[src/hdl/descending_value_sorter_macros.svh]
//------------------------------------------------------------------------------
// descending_value_sorter assertion macros
// Shared concurrent assertion forms, clocked on clk, disabled during reset.
//------------------------------------------------------------------------------
`ifndef DESCENDING_VALUE_SORTER_MACROS_SVH
`define DESCENDING_VALUE_SORTER_MACROS_SVH

// same-cycle implication
`define DVS_ASSERT_NOW(label, ante, cons, msg) \
  label: assert property (@(posedge clk) disable iff (!rst_n) (ante) |-> (cons)) \
    else $error(msg);

// next-cycle implication
`define DVS_ASSERT_NEXT(label, ante, cons, msg) \
  label: assert property (@(posedge clk) disable iff (!rst_n) (ante) |=> (cons)) \
    else $error(msg);

`endif

[src/hdl/dvs_pkg.sv]
//------------------------------------------------------------------------------
// dvs_pkg
// Widths, defaults and the cell control bundle of the descending value sorter.
//------------------------------------------------------------------------------
package dvs_pkg;

  localparam int SCORE_W   = 7;
  localparam int POS_W     = 6;
  localparam int DVS_COUNT = 64;

  typedef struct packed {
    logic               insert;
    logic               shift;
    logic [SCORE_W-1:0] value;
  } dvs_ctl_t;

endpackage

[src/hdl/dvs_in_if.sv]
//------------------------------------------------------------------------------
// dvs_in_if
// Input channel: one score per transfer, final_req marks the last of a set.
//------------------------------------------------------------------------------
interface dvs_in_if import dvs_pkg::*; ();
  logic               valid;
  logic               ready;
  logic [SCORE_W-1:0] score;
  logic               final_req;

  modport source (output valid, output score, output final_req, input ready);
  modport sink   (input valid, input score, input final_req, output ready);
endinterface

[src/hdl/dvs_out_if.sv]
//------------------------------------------------------------------------------
// dvs_out_if
// Result channel: one sorted value per transfer with rank and run flags.
//------------------------------------------------------------------------------
interface dvs_out_if import dvs_pkg::*; ();
  logic               valid;
  logic               ready;
  logic [SCORE_W-1:0] sorted_value;
  logic [POS_W-1:0]   position;
  logic               end_of_run;
  logic               overflowed;

  modport source (output valid, output sorted_value, output position,
                  output end_of_run, output overflowed, input ready);
  modport sink   (input valid, input sorted_value, input position,
                  input end_of_run, input overflowed, output ready);
endinterface

[src/hdl/dvs_cell.sv]
//------------------------------------------------------------------------------
// dvs_cell
// One slot of the sorting chain. Keeps the row in descending order on insert
// and shifts toward the head while the run drains.
//------------------------------------------------------------------------------
module dvs_cell import dvs_pkg::*; (
  input  logic               clk,
  input  logic               rst_n,
  input  dvs_ctl_t           ctl,
  input  logic               prev_take,
  input  logic [SCORE_W-1:0] prev_val,
  input  logic               prev_vld,
  input  logic [SCORE_W-1:0] next_val,
  input  logic               next_vld,
  output logic               take,
  output logic [SCORE_W-1:0] val,
  output logic               vld
);

  logic [SCORE_W-1:0] val_r, val_nxt;
  logic               vld_r, vld_nxt;

  // empty slots and smaller values yield; equal values stay ahead
  assign take = !vld_r || (ctl.value > val_r);

  always_comb begin
    val_nxt = val_r;
    vld_nxt = vld_r;
    if (ctl.shift) begin
      val_nxt = next_val;
      vld_nxt = next_vld;
    end else if (ctl.insert && take) begin
      if (prev_take) begin
        val_nxt = prev_val;
        vld_nxt = prev_vld;
      end else begin
        val_nxt = ctl.value;
        vld_nxt = 1'b1;
      end
    end
  end

  always_ff @(posedge clk) begin
    if (!rst_n) begin
      vld_r <= 1'b0;
    end else begin
      vld_r <= vld_nxt;
    end
  end

  always_ff @(posedge clk) begin
    val_r <= val_nxt;
  end

  assign val = val_r;
  assign vld = vld_r;

endmodule

[src/hdl/descending_value_sorter.sv]
// Latency: a set's first result is valid the cycle after the transfer of its marked item.
// Throughput: one score per cycle while collecting; then n results, one per cycle
//   while out_ch.ready is high, n being the number held; input is stalled for the
//   whole drain of the cell row.
// Reset (rst_n, synchronous, active low) empties every cell and clears count and flags.
//------------------------------------------------------------------------------
// descending_value_sorter
// Insertion sorter built as a row of COUNT cells kept in descending order.
//------------------------------------------------------------------------------
`include "descending_value_sorter_macros.svh"

module descending_value_sorter import dvs_pkg::*; #(
  parameter int COUNT = DVS_COUNT
) (
  input  logic        clk,
  input  logic        rst_n,
  dvs_in_if.sink      in_ch,
  dvs_out_if.source   out_ch
);

  localparam int CNT_W = $clog2(COUNT + 1);

  logic [CNT_W-1:0] cnt_r, cnt_nxt;
  logic [POS_W-1:0] pos_r, pos_nxt;
  logic             drain_r, drain_nxt;
  logic             ovf_r, ovf_nxt;

  logic             in_xfer, out_xfer, full, last_out;
  dvs_ctl_t         ctl;

  logic               take [COUNT];
  logic [SCORE_W-1:0] val  [COUNT];
  logic               vld  [COUNT];

  assign full     = (cnt_r == CNT_W'(COUNT));
  assign in_xfer  = in_ch.valid && in_ch.ready;
  assign out_xfer = out_ch.valid && out_ch.ready;
  assign last_out = (cnt_r == CNT_W'(1));

  assign ctl.insert = in_xfer && !full;
  assign ctl.shift  = out_xfer;
  assign ctl.value  = in_ch.score;

  for (genvar i = 0; i < COUNT; i++) begin : g_cell
    logic               p_take, p_vld, n_vld;
    logic [SCORE_W-1:0] p_val, n_val;

    if (i == 0) begin : g_head
      assign p_take = 1'b0;
      assign p_val  = '0;
      assign p_vld  = 1'b0;
    end else begin : g_body
      assign p_take = take[i-1];
      assign p_val  = val[i-1];
      assign p_vld  = vld[i-1];
    end

    if (i == COUNT - 1) begin : g_tail
      assign n_val = '0;
      assign n_vld = 1'b0;
    end else begin : g_inner
      assign n_val = val[i+1];
      assign n_vld = vld[i+1];
    end

    dvs_cell u_cell (
      .clk       (clk),
      .rst_n     (rst_n),
      .ctl       (ctl),
      .prev_take (p_take),
      .prev_val  (p_val),
      .prev_vld  (p_vld),
      .next_val  (n_val),
      .next_vld  (n_vld),
      .take      (take[i]),
      .val       (val[i]),
      .vld       (vld[i])
    );
  end

  always_comb begin
    cnt_nxt   = cnt_r;
    pos_nxt   = pos_r;
    drain_nxt = drain_r;
    ovf_nxt   = ovf_r;
    if (in_xfer) begin
      if (full) begin
        ovf_nxt = 1'b1;
      end else begin
        cnt_nxt = cnt_r + CNT_W'(1);
      end
      if (in_ch.final_req) begin
        drain_nxt = 1'b1;
      end
    end
    if (out_xfer) begin
      cnt_nxt = cnt_r - CNT_W'(1);
      pos_nxt = pos_r + POS_W'(1);
      if (last_out) begin
        drain_nxt = 1'b0;
        pos_nxt   = '0;
        ovf_nxt   = 1'b0;
      end
    end
  end

  always_ff @(posedge clk) begin
    if (!rst_n) begin
      cnt_r   <= '0;
      pos_r   <= '0;
      drain_r <= 1'b0;
      ovf_r   <= 1'b0;
    end else begin
      cnt_r   <= cnt_nxt;
      pos_r   <= pos_nxt;
      drain_r <= drain_nxt;
      ovf_r   <= ovf_nxt;
    end
  end

  assign in_ch.ready         = !drain_r;
  assign out_ch.valid        = drain_r;
  assign out_ch.sorted_value = val[0];
  assign out_ch.position     = pos_r;
  assign out_ch.end_of_run   = last_out;
  assign out_ch.overflowed   = ovf_r;

  `DVS_ASSERT_NOW(a_drain_nonempty, drain_r, (cnt_r != '0) && vld[0], "drain with empty row")
  `DVS_ASSERT_NOW(a_head_order, drain_r && vld[1], val[0] >= val[1], "row out of order")
  `DVS_ASSERT_NOW(a_last_alone, out_xfer && last_out, !vld[1], "cells left after last transfer")
  `DVS_ASSERT_NEXT(a_final_starts, in_xfer && in_ch.final_req, drain_r, "marked item did not start drain")
  `DVS_ASSERT_NEXT(a_run_ends, out_xfer && last_out, !drain_r && (cnt_r == '0), "run did not end")

endmodule
[src/flat_wrapper.sv]
// flat-port wrapper written by rule: the top's interface ports become plain ports
module descending_value_sorter_flat import dvs_pkg::*;
#(
  parameter int COUNT = DVS_COUNT
)
  (clk, rst_n, in_ch_valid, in_ch_score, in_ch_final_req, in_ch_ready, out_ch_valid, out_ch_sorted_value, out_ch_position, out_ch_end_of_run, out_ch_overflowed, out_ch_ready);
  dvs_in_if in_ch_i ();
  dvs_out_if out_ch_i ();
  input  logic clk;
  input  logic rst_n;
  input wire logic [$bits(in_ch_i.valid)-1:0] in_ch_valid;
  input wire logic [$bits(in_ch_i.score)-1:0] in_ch_score;
  input wire logic [$bits(in_ch_i.final_req)-1:0] in_ch_final_req;
  output wire logic [$bits(in_ch_i.ready)-1:0] in_ch_ready;
  output wire logic [$bits(out_ch_i.valid)-1:0] out_ch_valid;
  output wire logic [$bits(out_ch_i.sorted_value)-1:0] out_ch_sorted_value;
  output wire logic [$bits(out_ch_i.position)-1:0] out_ch_position;
  output wire logic [$bits(out_ch_i.end_of_run)-1:0] out_ch_end_of_run;
  output wire logic [$bits(out_ch_i.overflowed)-1:0] out_ch_overflowed;
  input wire logic [$bits(out_ch_i.ready)-1:0] out_ch_ready;
  assign in_ch_i.valid = in_ch_valid;
  assign in_ch_i.score = in_ch_score;
  assign in_ch_i.final_req = in_ch_final_req;
  assign in_ch_ready = in_ch_i.ready;
  assign out_ch_valid = out_ch_i.valid;
  assign out_ch_sorted_value = out_ch_i.sorted_value;
  assign out_ch_position = out_ch_i.position;
  assign out_ch_end_of_run = out_ch_i.end_of_run;
  assign out_ch_overflowed = out_ch_i.overflowed;
  assign out_ch_i.ready = out_ch_ready;
  descending_value_sorter #(.COUNT(COUNT)) u_core (.clk(clk), .rst_n(rst_n), .in_ch(in_ch_i), .out_ch(out_ch_i));
endmodule
[config.mk]
export PLATFORM = sky130hd
export DESIGN_NAME = descending_value_sorter_flat
export DESIGN_NICKNAME = d
export VERILOG_FILES = /design/src/hdl/dvs_pkg.sv /design/src/hdl/dvs_in_if.sv /design/src/hdl/dvs_out_if.sv /design/src/hdl/dvs_cell.sv /design/src/hdl/descending_value_sorter.sv /design/src/flat_wrapper.sv
export VERILOG_INCLUDE_DIRS = /design/src /design/src/hdl
export SDC_FILE = /design/constraint.sdc
export NUM_CORES = 2
export LEC_CHECK = 0
export BUFFER_PORTS_ARGS = -buffer_cell sky130_fd_sc_hd__buf_2
export CAP_MARGIN = 20
export CORE_AREA = 2 2 203 355
export CTS_BUF_LIST = sky130_fd_sc_hd__clkbuf_8
export CTS_CLUSTER_DIAMETER = 40
export CTS_CLUSTER_SIZE = 25
export DETAILED_ROUTE_END_ITERATION = 10
export DIE_AREA = 0 0 205 357
export GPL_TIMING_DRIVEN = 0
export PLACE_DENSITY = 0.87
export REMOVE_ABC_BUFFERS = 1
export SLEW_MARGIN = 10
export SYNTH_ARGS = -nofsm -noshare
export SYNTH_HDL_FRONTEND = slang
export SYNTH_HIERARCHICAL = 1
export SYNTH_SLANG_ARGS = --single-unit
[constraint.sdc]
create_clock -name clk -period 5.3 [get_ports clk]
set_clock_uncertainty 0.05 [all_clocks]
set_input_delay 0.53 -clock clk [delete_from_list [all_inputs] [get_ports clk]]
set_output_delay 0.53 -clock clk [all_outputs]
set_load 0.05 [all_outputs]
==> flow_summary.json <==
{
  "cts_tree": "done",
  "cp_max_fo": 184,
  "worst_ep_required_time_ns": 5.55,
  "wl_per_cell_microns": 18.9,
  "fin_crit_ns": 3.83,
  "gp_congestion": 0.844,
  "final_nets": 4763,
  "pre_cts_slack_ns": 1.35,
  "ir_drop_mv": 0.269,
  "crit_type": "flop to flop",
  "ff2ff_path_depth": 7,
  "drcViolationCount": 0,
  "min_path_cells": 3,
  "hold_start": "in_ch_final_req",
  "routed_wl_microns": 99400,
  "hpwl_microns": 67400,
  "p_sw_share_pct": 42.4,
  "clk_latency_ns": 0.70,
  "holdCritPathClass": "input pin to flop",
  "whs_ns": 0.0630,
  "num_rows": 129,
  "syn_area_per_cell_sq_um": 9.67,
  "die_x_microns": 205,
  "worst_slack_ns": 1.47,
  "r2r_slack_ns": 1.47,
  "r2r_start": "u_core/out_ch.valid",
  "total_power_uw": 20800,
  "syn-cell-area_sq_um": 41800,
  "grt_max_degree": 198,
  "fmax_mhz": 261,
  "fin_crit_sh_pct": 72.3,
  "p_int_uw": 12000,
  "p_clk_share_pct": 13.8,
  "cp_data_arrival_time_ns": 4.09,
  "hold_viol_final": 0,
  "p_comb_share_pct": 45.2,
  "start_util_pct": 59.3,
  "dr.pass1.iters": 6,
  "setup_violations": 0,
  "p_per_area_nw_per_um2": 472,
  "grt_pass1_wl_microns": 160000,
  "worstHoldEndpoint": "u_core/out_ch.valid",
  "grt_usage_pct": 26.5,
  "worstSetupStartpointType": "flop",
  "worstReg2RegEnd": "u_core/g_cell[27].u_cell/val[5]",
  "via_per_inst": 6.26,
  "cts.sinks": 527,
  "final_antenna_net_count": 0,
  "synthCells": 4320,
  "total_leakage_power_uw": 0.0204,
  "top_level_ports": 29,
  "rsz0062_at_grt": "false",
  "cts_root_buf": "clkbuf_8",
  "cts_hold_buf": 0,
  "p_sw_uw": 8810,
  "clk_pin_slew_ns": 0.11,
  "cts_buffers": 48,
  "cts_setup_buffers": 0,
  "maxCapViolations": 0,
  "cts-htree-levels": 2,
  "area_growth_pct": 5.29,
  "drt_iter0_drc": 2641,
  "dieHeight_microns": 357,
  "ys_warn_count": 6,
  "io_buffers": 28,
  "layout-drive-gt1-share_pct": 9.04,
  "overflow": 0,
  "die-area_sq_um": 73200,
  "cts_buffer_depth": 3,
  "postLayoutCellArea_sq_um": 44000,
  "crit_path_end_kind": "flop",
  "postCtsResizedCells": 0,
  "antenna_found_initial": 1,
  "drv_slew": 0,
  "slew_headroom_pct": 35.3,
  "core_area_sq_um": 70400,
  "place_area_sq_um": 42800,
  "pwr-share-seq_pct": 41.1,
  "status": "finished clean",
  "tightest_slew_ns": 0.965,
  "num_vias": 32916,
  "grt_pass1_vias": 33314
}
==> per-layer routing <==
layer | up-vias | wire length, microns | part of all wire (%) | global-route usage [%]
met5 | - | 0 | 0 | 0
met4 | 0 | 5220 | 5.2 | 14.8
met3 | 367 | 4260 | 4.3 | 2.61
met2 | 1078 | 53200 | 53 | 50.6
met1 | 15824 | 36800 | 37 | 28.0
li1 | 15647 | - | - | -
==> worst max path at each step <==
| stage | to | startpoint | slack, ns | cells after the start |
|---|---|---|---|---|
| after detailed placement | u_core/g_cell[27].u_cell/val[5] | out_ch_ready | 1.35 | 8 |
| after global placement | u_core/g_cell[24].u_cell/val[3] | out_ch_ready | -7.88 | 5 |
| final | u_core/g_cell[27].u_cell/val[5] | u_core/out_ch.valid | 1.47 | 7 |
| after CTS | u_core/g_cell[27].u_cell/val[0] | u_core/out_ch.valid | 1.50 | 7 |
| after floorplan | u_core/g_cell[0].u_cell/val[0] | u_core/out_ch.valid | -4.31 | 4 |
| after global routing | u_core/g_cell[27].u_cell/val[0] | u_core/out_ch.valid | 1.11 | 7 |
==> metrics by stage <==
| step | TNS (ns) | utilization (%) | cells |
|---|---|---|---|
| finish | 0 | 62.5 | 5254 |
| global route | 0 | 62.5 | 5254 |
| CTS | 0 | 62.5 | 5253 |
| detailed placement | 0 | 60.9 | 5165 |
| global placement | -7120.22 | 60.2 | 5150 |
| floorplan | -3975.70 | - | 4205 |
==> cell type report <==
type	count	area (sq um)
Sequential cell	527	15000
Fill cell	5403	26400
Multi-Input combinational cell	3095	23900
Clock buffer	49	674
Timing Repair Buffer	43	599
Tap cell	917	1150
Antenna cell	1	2.50
Clock inverter	39	447
Inverter	583	2200
==> flip-flops by register name, indices dropped and copies added (netlist names) <==
name                      count
u_core/g_cell.u_cell/val    448
u_core/g_cell.u_cell/vld     64
u_core/cnt_r                  7
u_core/out_ch.position        6
u_core/out_ch.overflowed      1
u_core/out_ch.valid           1
==> critical path, stage by stage (launching register included) <==
cell      delay [ns]
dfxtp_1         0.42
nand2_1         0.39
inv_8           0.61
buf_16          0.49
buf_16          0.41
buf_16          0.39
inv_1           0.15
o221ai_1        0.29
==> power by group through the flow <==
stage | registers, uW | clock network [uW] | logic, uW
floorplan | 7920 | 0 | 7480
global placement | 8570 | 0 | 8820
detailed placement | 8580 | 0 | 9180
CTS | 8490 | 2920 | 9290
global route | 8720 | 3030 | 10400
finish | 8530 | 2860 | 9380
==> placed cells by master (no fill, tap or decap), types with 63 or more instances in the layout <==
| master | count |
|---|---|
| o21ai_0 | 513 |
| nand3b_1 | 64 |
| o22ai_1 | 64 |
| inv_1 | 583 |
| a21oi_1 | 69 |
| o211ai_1 | 64 |
| edfxtp_1 | 448 |
| dfxtp_1 | 79 |
| nor2_1 | 202 |
| nand4_2 | 64 |
| nand3_1 | 65 |
| a2111oi_4 | 64 |
| mux2i_1 | 453 |
| nand2_1 | 586 |
| ha_1 | 453 |
| a21oi_2 | 128 |
| o221ai_1 | 64 |
| a2bb2oi_1 | 64 |
| o21ai_1 | 63 |
| o211a_1 | 64 |
Power figures use the tool's default switching activity.
